[src/rtl/tbps_pkg.sv]
// Shared types and constants of the transfer buffer pool scheduler.
`default_nettype none
package tbps_pkg;

   localparam int POOL_MAX_DEFAULT  = 16;
   localparam int SEQ_BITS_DEFAULT  = 32;
   localparam int SPARE_BUFFERS     = 2;
   localparam int DEFAULT_SUBMITTED = 4;
   localparam int UNDERFLOW_BITS    = 32;
   localparam int QUEUE_DEPTH       = 2;

   typedef enum logic [1:0] {
      OP_START    = 2'd0,
      OP_FILL     = 2'd1,
      OP_COMPLETE = 2'd2,
      OP_STOP     = 2'd3
   } op_type;

   typedef enum logic [1:0] {
      CS_COMPLETED = 2'd0,
      CS_CANCELLED = 2'd1,
      CS_FAILED    = 2'd2
   } completion_type;

   typedef enum logic [1:0] {
      ST_EMPTY     = 2'd0,
      ST_SUBMITTED = 2'd1,
      ST_FILLED    = 2'd2
   } status_type;

   typedef enum logic [1:0] {
      ACT_INACTIVE  = 2'd0,
      ACT_CANCELING = 2'd1,
      ACT_RUNNING   = 2'd2
   } activity_type;

   typedef enum logic [2:0] {
      CMD_START,
      CMD_FILL,
      CMD_COMPLETE,
      CMD_FAIL,
      CMD_STOP,
      CMD_NOP
   } cmd_kind_type;

   typedef enum logic [1:0] {
      BK_IDLE,
      BK_FILL,
      BK_OLDEST,
      BK_DRAIN
   } back_state_type;

   typedef struct packed {
      logic [1:0] operation;
      logic [3:0] buffer_index;
      logic [1:0] completion_status;
   } req_type;

   typedef struct packed {
      logic        accepted;
      logic        granted;
      logic [3:0]  chosen_index;
      logic        submit;
      logic        underflow;
      logic [31:0] underflow_total;
      logic [1:0]  run_status;
      logic        lost;
   } rsp_type;

   typedef struct packed {
      cmd_kind_type kind;
      logic [3:0]   buffer_index;
   } cmd_type;

endpackage
`default_nettype wire

[src/rtl/tbps_ram.sv]
// Generic single-write, single-read RAM with registered read data.
`default_nettype none
module tbps_ram #(
   parameter int WIDTH = 32,
   parameter int DEPTH = 16
) (
   input  wire logic                     clock,
   input  wire logic                     wr_en,
   input  wire logic [$clog2(DEPTH)-1:0] wr_addr,
   input  wire logic [WIDTH-1:0]         wr_data,
   input  wire logic [$clog2(DEPTH)-1:0] rd_addr,
   output logic      [WIDTH-1:0]         rd_data
);

   logic [WIDTH-1:0] mem_ff [DEPTH];
   logic [WIDTH-1:0] rd_data_ff;

   always_ff @(posedge clock) begin
      if (wr_en) begin
         mem_ff[wr_addr] <= wr_data;
      end
      rd_data_ff <= mem_ff[rd_addr];
   end

   assign rd_data = rd_data_ff;

endmodule
`default_nettype wire

[src/rtl/tbps_front.sv]
// Front end: accepts request beats, classifies them and queues commands.
`default_nettype none
module tbps_front (
   input  wire logic             clock,
   input  wire logic             reset,
   input  wire logic             req_valid,
   output logic                  req_stall,
   input  wire tbps_pkg::req_type req_data,
   output logic                  cmd_valid,
   input  wire logic             cmd_pop,
   output tbps_pkg::cmd_type     cmd_data
);

   localparam int PTR_W = $clog2(tbps_pkg::QUEUE_DEPTH);
   localparam int CNT_W = $clog2(tbps_pkg::QUEUE_DEPTH + 1);

   tbps_pkg::cmd_type q_ff [tbps_pkg::QUEUE_DEPTH];
   logic [PTR_W-1:0]  wr_ptr_ff, wr_ptr_in;
   logic [PTR_W-1:0]  rd_ptr_ff, rd_ptr_in;
   logic [CNT_W-1:0]  count_ff, count_in;
   logic              push;
   logic              pop;
   tbps_pkg::cmd_type cmd_new;

   always_comb begin
      cmd_new.buffer_index = req_data.buffer_index;
      unique case (tbps_pkg::op_type'(req_data.operation))
         tbps_pkg::OP_START: cmd_new.kind = tbps_pkg::CMD_START;
         tbps_pkg::OP_FILL:  cmd_new.kind = tbps_pkg::CMD_FILL;
         tbps_pkg::OP_STOP:  cmd_new.kind = tbps_pkg::CMD_STOP;
         default: begin
            case (req_data.completion_status)
               tbps_pkg::CS_COMPLETED: cmd_new.kind = tbps_pkg::CMD_COMPLETE;
               tbps_pkg::CS_CANCELLED: cmd_new.kind = tbps_pkg::CMD_NOP;
               default:                cmd_new.kind = tbps_pkg::CMD_FAIL;
            endcase
         end
      endcase
   end

   assign req_stall = (count_ff == CNT_W'(tbps_pkg::QUEUE_DEPTH));
   assign push      = req_valid && !req_stall;
   assign cmd_valid = (count_ff != '0);
   assign pop       = cmd_pop && cmd_valid;
   assign cmd_data  = q_ff[rd_ptr_ff];

   always_comb begin
      wr_ptr_in = push ? wr_ptr_ff + PTR_W'(1) : wr_ptr_ff;
      rd_ptr_in = pop ? rd_ptr_ff + PTR_W'(1) : rd_ptr_ff;
      count_in  = count_ff + CNT_W'(push) - CNT_W'(pop);
   end

   always_ff @(posedge clock) begin
      if (reset) begin
         wr_ptr_ff <= '0;
         rd_ptr_ff <= '0;
         count_ff  <= '0;
      end else begin
         wr_ptr_ff <= wr_ptr_in;
         rd_ptr_ff <= rd_ptr_in;
         count_ff  <= count_in;
      end
   end

   always_ff @(posedge clock) begin
      if (push) begin
         q_ff[wr_ptr_ff] <= cmd_new;
      end
   end

endmodule
`default_nettype wire

[src/rtl/tbps_back.sv]
// Back end: executes queued commands over the buffer pool, one entry a cycle.
`default_nettype none
module tbps_back #(
   parameter int POOL_MAX = tbps_pkg::POOL_MAX_DEFAULT,
   parameter int SEQ_BITS = tbps_pkg::SEQ_BITS_DEFAULT
) (
   input  wire logic              clock,
   input  wire logic              reset,
   input  wire logic              cmd_valid,
   output logic                   cmd_pop,
   input  wire tbps_pkg::cmd_type cmd_data,
   input  wire logic              csr_valid,
   output logic                   csr_ready,
   input  wire logic [3:0]        csr_data,
   output logic                   rsp_valid,
   input  wire logic              rsp_stall,
   output tbps_pkg::rsp_type      rsp_data
);

   localparam int IDX_W      = $clog2(POOL_MAX);
   localparam int PW         = $clog2(POOL_MAX + 1);
   localparam int MAX_SUB    = POOL_MAX - tbps_pkg::SPARE_BUFFERS;
   localparam int POOL_RESET = (tbps_pkg::DEFAULT_SUBMITTED + tbps_pkg::SPARE_BUFFERS
                                > POOL_MAX) ? POOL_MAX
                               : tbps_pkg::DEFAULT_SUBMITTED + tbps_pkg::SPARE_BUFFERS;

   tbps_pkg::back_state_type state_ff, state_in;
   tbps_pkg::status_type     status_ff [POOL_MAX];
   tbps_pkg::status_type     status_in [POOL_MAX];
   tbps_pkg::activity_type   activity_ff, activity_in;
   logic [3:0]               sub_count_ff;
   logic [PW-1:0]            pool_ff, pool_in;
   logic [SEQ_BITS-1:0]      next_seq_ff, next_seq_in;
   logic [tbps_pkg::UNDERFLOW_BITS-1:0] under_cnt_ff, under_cnt_in;
   logic                     lost_ff, lost_in;
   logic [IDX_W-1:0]         scan_ff, scan_in;
   logic [IDX_W-1:0]         cur_idx_ff, cur_idx_in;
   logic                     found_ff, found_in;
   logic [IDX_W-1:0]         best_ff, best_in;
   logic [SEQ_BITS-1:0]      best_seq_ff, best_seq_in;
   logic                     p_valid_ff, p_valid_in;
   logic                     p_filled_ff, p_filled_in;
   logic [IDX_W-1:0]         p_idx_ff, p_idx_in;
   logic                     rsp_valid_ff;
   tbps_pkg::rsp_type        rsp_ff, rsp_in;
   logic                     rsp_load;
   logic                     ram_we;
   logic [SEQ_BITS-1:0]      ram_rdata;
   logic                     cmp_found;
   logic [IDX_W-1:0]         cmp_best;
   logic [SEQ_BITS-1:0]      cmp_seq;
   logic                     scan_last;
   logic                     slot_free;
   logic [3:0]               start_cnt;
   logic [PW-1:0]            start_n;

   function automatic logic [3:0] to_nibble(input logic [IDX_W-1:0] v);
      logic [63:0] w;
      w = 64'(v);
      return w[3:0];
   endfunction

   function automatic tbps_pkg::activity_type stop_next(input tbps_pkg::activity_type a);
      tbps_pkg::activity_type r;
      r = (a == tbps_pkg::ACT_RUNNING) ? tbps_pkg::ACT_CANCELING : tbps_pkg::ACT_INACTIVE;
      return r;
   endfunction

   tbps_ram #(
      .WIDTH (SEQ_BITS),
      .DEPTH (POOL_MAX)
   ) u_seq_ram (
      .clock   (clock),
      .wr_en   (ram_we),
      .wr_addr (scan_ff),
      .wr_data (next_seq_ff),
      .rd_addr (scan_ff),
      .rd_data (ram_rdata)
   );

   assign csr_ready = 1'b1;
   assign rsp_valid = rsp_valid_ff;
   assign rsp_data  = rsp_ff;
   assign slot_free = !rsp_valid_ff || !rsp_stall;
   assign scan_last = (32'(scan_ff) == 32'(pool_ff) - 32'd1);

   always_comb begin
      start_cnt = (sub_count_ff == 4'd0) ? 4'(tbps_pkg::DEFAULT_SUBMITTED) : sub_count_ff;
      start_n   = (32'(start_cnt) > MAX_SUB) ? PW'(MAX_SUB) : PW'(start_cnt);
   end

   always_comb begin
      cmp_found = found_ff;
      cmp_best  = best_ff;
      cmp_seq   = best_seq_ff;
      if (p_valid_ff && p_filled_ff && (!found_ff || ram_rdata < best_seq_ff)) begin
         cmp_found = 1'b1;
         cmp_best  = p_idx_ff;
         cmp_seq   = ram_rdata;
      end
   end

   always_comb begin
      state_in    = state_ff;
      status_in   = status_ff;
      activity_in = activity_ff;
      pool_in     = pool_ff;
      next_seq_in = next_seq_ff;
      under_cnt_in = under_cnt_ff;
      lost_in     = lost_ff;
      scan_in     = scan_ff;
      cur_idx_in  = cur_idx_ff;
      found_in    = cmp_found;
      best_in     = cmp_best;
      best_seq_in = cmp_seq;
      p_valid_in  = 1'b0;
      p_filled_in = (status_ff[scan_ff] == tbps_pkg::ST_FILLED);
      p_idx_in    = scan_ff;
      cmd_pop     = 1'b0;
      ram_we      = 1'b0;
      rsp_load    = 1'b0;
      rsp_in      = '0;
      rsp_in.accepted = 1'b1;

      unique case (state_ff)
         tbps_pkg::BK_IDLE: begin
            if (cmd_valid && slot_free) begin
               cmd_pop = 1'b1;
               case (cmd_data.kind)
                  tbps_pkg::CMD_START: begin
                     for (int i = 0; i < POOL_MAX; i++) begin
                        status_in[i] = (i < 32'(start_n)) ? tbps_pkg::ST_SUBMITTED
                                                          : tbps_pkg::ST_EMPTY;
                     end
                     pool_in     = start_n + PW'(tbps_pkg::SPARE_BUFFERS);
                     next_seq_in = '0;
                     activity_in = tbps_pkg::ACT_RUNNING;
                     rsp_load    = 1'b1;
                  end
                  tbps_pkg::CMD_FILL: begin
                     if (activity_ff == tbps_pkg::ACT_RUNNING) begin
                        scan_in  = '0;
                        state_in = tbps_pkg::BK_FILL;
                     end else begin
                        rsp_load = 1'b1;
                     end
                  end
                  tbps_pkg::CMD_COMPLETE: begin
                     if (activity_ff == tbps_pkg::ACT_RUNNING &&
                         32'(cmd_data.buffer_index) < 32'(pool_ff)) begin
                        scan_in    = '0;
                        found_in   = 1'b0;
                        cur_idx_in = IDX_W'(cmd_data.buffer_index);
                        state_in   = tbps_pkg::BK_OLDEST;
                     end else begin
                        rsp_load = 1'b1;
                     end
                  end
                  tbps_pkg::CMD_FAIL: begin
                     lost_in     = 1'b1;
                     activity_in = stop_next(activity_ff);
                     rsp_load    = 1'b1;
                  end
                  tbps_pkg::CMD_STOP: begin
                     if (activity_ff == tbps_pkg::ACT_INACTIVE) begin
                        rsp_in.accepted = 1'b0;
                     end else begin
                        activity_in = stop_next(activity_ff);
                     end
                     rsp_load = 1'b1;
                  end
                  default: begin
                     rsp_load = 1'b1;
                  end
               endcase
            end
         end
         tbps_pkg::BK_FILL: begin
            if (status_ff[scan_ff] == tbps_pkg::ST_EMPTY) begin
               status_in[scan_ff]  = tbps_pkg::ST_FILLED;
               ram_we              = 1'b1;
               next_seq_in         = next_seq_ff + SEQ_BITS'(1);
               rsp_in.granted      = 1'b1;
               rsp_in.chosen_index = to_nibble(scan_ff);
               rsp_load            = 1'b1;
               state_in            = tbps_pkg::BK_IDLE;
            end else if (scan_last) begin
               rsp_load = 1'b1;
               state_in = tbps_pkg::BK_IDLE;
            end else begin
               scan_in = scan_ff + IDX_W'(1);
            end
         end
         tbps_pkg::BK_OLDEST: begin
            p_valid_in = 1'b1;
            if (scan_last) begin
               state_in = tbps_pkg::BK_DRAIN;
            end else begin
               scan_in = scan_ff + IDX_W'(1);
            end
         end
         tbps_pkg::BK_DRAIN: begin
            if (cmp_found) begin
               status_in[cmp_best]   = tbps_pkg::ST_SUBMITTED;
               status_in[cur_idx_ff] = tbps_pkg::ST_EMPTY;
               rsp_in.chosen_index   = to_nibble(cmp_best);
            end else begin
               rsp_in.chosen_index = to_nibble(cur_idx_ff);
               rsp_in.underflow    = 1'b1;
               under_cnt_in        = under_cnt_ff + 32'd1;
            end
            rsp_in.submit = 1'b1;
            rsp_load      = 1'b1;
            state_in      = tbps_pkg::BK_IDLE;
         end
         default: begin
            state_in = tbps_pkg::BK_IDLE;
         end
      endcase

      rsp_in.underflow_total = under_cnt_in;
      rsp_in.run_status      = activity_in;
      rsp_in.lost            = lost_in;
   end

   always_ff @(posedge clock) begin
      if (reset) begin
         state_ff     <= tbps_pkg::BK_IDLE;
         activity_ff  <= tbps_pkg::ACT_INACTIVE;
         sub_count_ff <= 4'(tbps_pkg::DEFAULT_SUBMITTED);
         pool_ff      <= PW'(POOL_RESET);
         next_seq_ff  <= '0;
         under_cnt_ff <= '0;
         lost_ff      <= 1'b0;
         p_valid_ff   <= 1'b0;
         rsp_valid_ff <= 1'b0;
         for (int i = 0; i < POOL_MAX; i++) begin
            status_ff[i] <= tbps_pkg::ST_EMPTY;
         end
      end else begin
         state_ff     <= state_in;
         activity_ff  <= activity_in;
         pool_ff      <= pool_in;
         next_seq_ff  <= next_seq_in;
         under_cnt_ff <= under_cnt_in;
         lost_ff      <= lost_in;
         p_valid_ff   <= p_valid_in;
         status_ff    <= status_in;
         if (csr_valid && csr_ready) begin
            sub_count_ff <= csr_data;
         end
         if (rsp_load) begin
            rsp_valid_ff <= 1'b1;
         end else if (!rsp_stall) begin
            rsp_valid_ff <= 1'b0;
         end
      end
   end

   always_ff @(posedge clock) begin
      scan_ff     <= scan_in;
      cur_idx_ff  <= cur_idx_in;
      found_ff    <= found_in;
      best_ff     <= best_in;
      best_seq_ff <= best_seq_in;
      p_filled_ff <= p_filled_in;
      p_idx_ff    <= p_idx_in;
      if (rsp_load) begin
         rsp_ff <= rsp_in;
      end
   end

endmodule
`default_nettype wire

[src/rtl/transfer_buffer_pool_scheduler_unit.sv]
// Top level of the transfer buffer pool scheduler: front queue and back executor.
//
// Request beats (req_valid/req_stall/req_data) carry start, fill, completion
// and stop operations. Each beat gives exactly one response beat on
// rsp_valid/rsp_stall/rsp_data, in order. The single register, the number of
// buffers submitted at start, is written through csr_valid/csr_ready/csr_data.
// A two-entry command queue sits between the front and the back end, so
// request beats are taken while the back end works or a response waits.
// Start, stop, cancelled or failed completions, and fills or completions
// while not running, are answered straight from the idle state. A fill
// scans the pool for the lowest empty buffer, one entry a cycle. A good
// completion scans every entry of the pool through the sequence stamp RAM.
// The back end takes no new command until the current one is done.
// Reset is synchronous: the pool goes empty, the block inactive, counters
// cleared, the register back to 4. No clearing pass is needed.
// While a response is valid and rsp_stall is high, it is held and the back
// end takes no further command; the queue then fills and req_stall rises.
`default_nettype none
module transfer_buffer_pool_scheduler_unit #(
   parameter int POOL_MAX = tbps_pkg::POOL_MAX_DEFAULT,
   parameter int SEQ_BITS = tbps_pkg::SEQ_BITS_DEFAULT
) (
   input  wire logic              clock,
   input  wire logic              reset,
   input  wire logic              req_valid,
   output logic                   req_stall,
   input  wire tbps_pkg::req_type req_data,
   output logic                   rsp_valid,
   input  wire logic              rsp_stall,
   output tbps_pkg::rsp_type      rsp_data,
   input  wire logic              csr_valid,
   output logic                   csr_ready,
   input  wire logic [3:0]        csr_data
);

   logic              cmd_valid;
   logic              cmd_pop;
   tbps_pkg::cmd_type cmd_data;

   tbps_front u_front (
      .clock     (clock),
      .reset     (reset),
      .req_valid (req_valid),
      .req_stall (req_stall),
      .req_data  (req_data),
      .cmd_valid (cmd_valid),
      .cmd_pop   (cmd_pop),
      .cmd_data  (cmd_data)
   );

   tbps_back #(
      .POOL_MAX (POOL_MAX),
      .SEQ_BITS (SEQ_BITS)
   ) u_back (
      .clock     (clock),
      .reset     (reset),
      .cmd_valid (cmd_valid),
      .cmd_pop   (cmd_pop),
      .cmd_data  (cmd_data),
      .csr_valid (csr_valid),
      .csr_ready (csr_ready),
      .csr_data  (csr_data),
      .rsp_valid (rsp_valid),
      .rsp_stall (rsp_stall),
      .rsp_data  (rsp_data)
   );

endmodule
`default_nettype wire
[config.mk]
export PLATFORM = sky130hd
export DESIGN_NAME = transfer_buffer_pool_scheduler_unit
export DESIGN_NICKNAME = d
export VERILOG_FILES = /design/src/rtl/tbps_pkg.sv /design/src/rtl/tbps_ram.sv /design/src/rtl/tbps_front.sv /design/src/rtl/tbps_back.sv /design/src/rtl/transfer_buffer_pool_scheduler_unit.sv
export SDC_FILE = /design/constraint.sdc
export NUM_CORES = 1
export LEC_CHECK = 0
export BUFFER_PORTS_ARGS = -buffer_cell sky130_fd_sc_hd__clkbuf_2
export CAP_MARGIN = 20
export CELL_PAD_IN_SITES_DETAIL_PLACEMENT = 0
export CELL_PAD_IN_SITES_GLOBAL_PLACEMENT = 1
export CORE_MARGIN = 4
export CORE_UTILIZATION = 58
export DETAILED_ROUTE_END_ITERATION = 8
export PLACE_DENSITY = 0.87
export SLEW_MARGIN = 20
export SYNTH_ARGS = -nofsm -noshare
export SYNTH_HDL_FRONTEND = slang
export SYNTH_SLANG_ARGS = --single-unit
[constraint.sdc]
create_clock -name clock -period 8.3 [get_ports clock]
set_clock_uncertainty 0.2 [all_clocks]
set_input_delay 2.49 -clock clock [delete_from_list [all_inputs] [get_ports clock]]
set_output_delay 2.49 -clock clock [all_outputs]
set_load 0.05 [all_outputs]
==> flow_summary_export.csv <==
group,metric,value,unit
logic_synthesis,avgSynthCellArea,16.18,sq um
sta,slew_violations,0,
logic_synthesis,synth_area_leaders,"edfxtp_1, mux4_2, dfxtp_1",
logic_synthesis,netlist_area,31280,sq um
critical_path,path_cells,"clkbuf_2, a2bb2oi_1, o211ai_1, a211oi_1, o31a_1, nand3_1, o21ai_0, a21o_1",
place,portBuffers,61,
floorplanning,die-area,57710,sq um
sta,slew_headroom,27.47,%
logic_synthesis,synth_top_area_share,58.46,%
logic_synthesis,yosysSeqAreaShare,68.64,%
logic_synthesis,synthesis.nets,2005,
sta,tightest_slew,1.088,ns
cts,clock_path_buffers,3,
cts,htreeDepth,3,
critical_path,required,8.66,ns
sta,rsz0062_at_grt,"no",
floorplanning,core_area,52970,sq um
floorplanning,num_rows,84,
cts,clk_pin_slew,0.06,ns
logic_synthesis,ys_ff_latch,768,
sta,period_share,59.52,%
sta,period_needed,4.940,ns
sta,setup-violations-final,0,
logic_synthesis,ys_top_cells_by_count,"edfxtp_1, mux4_2, dfxtp_1",
route,wl_per_cell,26.69,um
sta,clock.fmax,0.2024,GHz
grt,grt_usage,25.95,%
logic_synthesis,synth_area_leader_cell,"edfxtp_1",
route,first_iter_violations,1798,
outcome,run_status,"finished clean",
floorplanning,die_h,240.2,um
route,dr.pass1.iters,7,
critical_path,cp.arrival,5.30,ns
route,antenna_left,0,
cts,cts.repair.resized,0,
sta,tns,0,ns
logic_synthesis,ys_async_sr_fraction,0,%
logic_synthesis,netlist-cell-type-count,80,
worst_hold_path,hold_class,"flip-flop to flip-flop",
cells_and_area,stdcell_area,35240,sq um
route,route.detailed.drc,0,
cells_and_area,fillCellCount,3487,
grt,grt_pass1_wl,111.1,mm
cells_and_area,drive_gt1_share,20.82,%
place,dpl-instance-area,32470,sq um
logic_synthesis,ys_warn_count,0,
critical_path,crit_slowest_cell,"o31a_1",
cts,insertion_delay,0.61,ns
pwr,p_leak,12.89,nW
pwr,power.density,321.0,nW/um^2
logic_synthesis,synthCells,1933,
grt,grt_pass1_vias,17925,
critical_path,endpoint_kind,"flip-flop",
pwr,irDropWorstVdd,0.0003464,V
cts,post_cts_buffers,0,
logic_synthesis,synth.most_common_cell,"edfxtp_1",
critical_path,startpoint_type,"input pin",
cts,root_buffer,"clkbuf_16",
route,via_per_inst,6.365,
grt,grt_max_degree,73,
cells_and_area,syn_to_final_growth,12.66,%
cts,cts-buffers-inserted,77,
cts,cts_sinks,768,
route,wl,74.15,mm
cells_and_area,final_nets,2097,
place,gp_congestion,0.9281,
place,hpwlAfterDp,41.82,mm
critical_path,crit_fanout,19,
floorplanning,io_pins,63,
critical_path,path_class,"input pin to flip-flop",
floorplanning,initial_core_util,59.05,%
sta,hold_viol_final,0,
grt,antenna_found_initial,1,
logic_synthesis,synth-main-ff-cell,"edfxtp_1",
flow_run,cap_viol_max_count,0,
grt,grt_overflow_total,0,
logic_synthesis,synth_edf_count,609,
critical_path,slowest_delay,0.79,ns
cts,cts_tree,"yes",
floorplanning,dieWidth,240.2,um
cts,hold_buffers,0,
route,vias,17681,
final timing paths:
kind	startpoint	endpoint	slack [ns]	cells after the start
setup / recovery	rsp_stall	u_back.status_ff[5]$_SDFFE_PP0P_	3.36	8
hold / removal	u_back.u_seq_ram.rd_data[0]$_DFF_P_	u_back.best_seq_ff[0]$_DFFE_PN_	0.23	0
setup reg to reg	u_back.p_idx_in[2]$_SDFFCE_PN0P_	u_back.rsp_data[19]$_DFFE_PP_	3.77	8
hold reg to reg	u_back.u_seq_ram.rd_data[0]$_DFF_P_	u_back.best_seq_ff[0]$_DFFE_PN_	0.23	0
layout make-up:
class                           instances  area [sq um]  area share, %
Sequential cell                       768         21470          60.92
Multi-Input combinational cell       1003          9306          26.41
Clock buffer                          110          2276          6.458
Tap cell                              688         860.8          2.443
Timing Repair Buffer                   93         545.5          1.548
Clock inverter                         33         471.7          1.338
Inverter                               82         307.8         0.8734
Antenna cell                            1         2.502       0.007101
state kept, by name, indices dropped and copies added, names as in the netlist, 2 cells and up, named ones only:
register and count:
u_back.activity_ff 2, u_back.best_ff 4, u_back.best_seq_ff 32, u_back.cur_idx_ff 4, u_back.next_seq_ff 32, u_back.p_idx_ff 4, u_back.p_idx_in 4, u_back.pool_ff 5
u_back.rsp_data 43, u_back.state_ff 2, u_back.status_ff 32, u_back.sub_count_ff 4, u_back.u_seq_ram.mem_ff 512, u_back.u_seq_ram.rd_data 32, u_back.under_cnt_ff 32, u_front.count_ff 2
u_front.q_ff 14
worst max-delay path, delay by kind of cell:
kind	cells	cell delay [ns]
compound gates	6	2.45
buf+inv	1	0.09
simple gates	1	0.27
power breakdown:
part	switching [mW]	internal, mW	leakage [nW]
registers	0.170	4.51	7.76
logic	1.94	0.995	3.79
clock network	1.44	2.26	1.34
total	3.55	7.76	12.9
per-layer routing:
metal,track usage (%),vias to the layer above,wire length (um)
met5,0,-,11
met4,7.747,2,1983
met3,4.554,153,5676
met2,43.04,837,36950
met1,35.94,8959,29530
li1,-,7730,-
through the flow:
step / hold WS (ns) / util (%) / total power [mW] / instances / setup slack (ns)
2_1_floorplan: 0.1995 / - / 6.875 / 1933 / 3.564
3_3_place_gp: 0.2130 / 61.30 / 7.625 / 2634 / 3.038
3_5_place_dp: 0.2188 / 61.30 / 7.662 / 2634 / 2.907
4_1_cts: 0.2321 / 66.49 / 11.36 / 2777 / 3.555
5_1_grt: 0.2379 / 66.52 / 11.76 / 2777 / 3.254
6_report: 0.2324 / 66.53 / 11.31 / 2778 / 3.360
cell usage in the layout, fill, tap and decap left out, drive strengths merged, types with 51 or more instances in the layout:
cell      n
dfxtp   159
mux4    166
nor2    114
inv      84
nand2   102
edfxtp  609
o21ai    51
clkbuf  171
ha       55
a21oi    63
logic make-up (layout without fill, tap and decap cells):
logic type / after synthesis / in the layout / synth area share, %
DFF: 768 / 768 / 68.64
and+or+nand+nor: 448 / 448 / 7.240
AOI/OAI and AO/OA: 257 / 257 / 5.608
muxes: 180 / 180 / 12.47
buffers and inverters: 162 / 318 / 2.048
xor gates and xnor gates: 62 / 62 / 1.784
adders and majority gates: 55 / 55 / 2.200
other: 1 / 2 / 0.01199
Note: power is estimated with default switching activity, not from simulation.
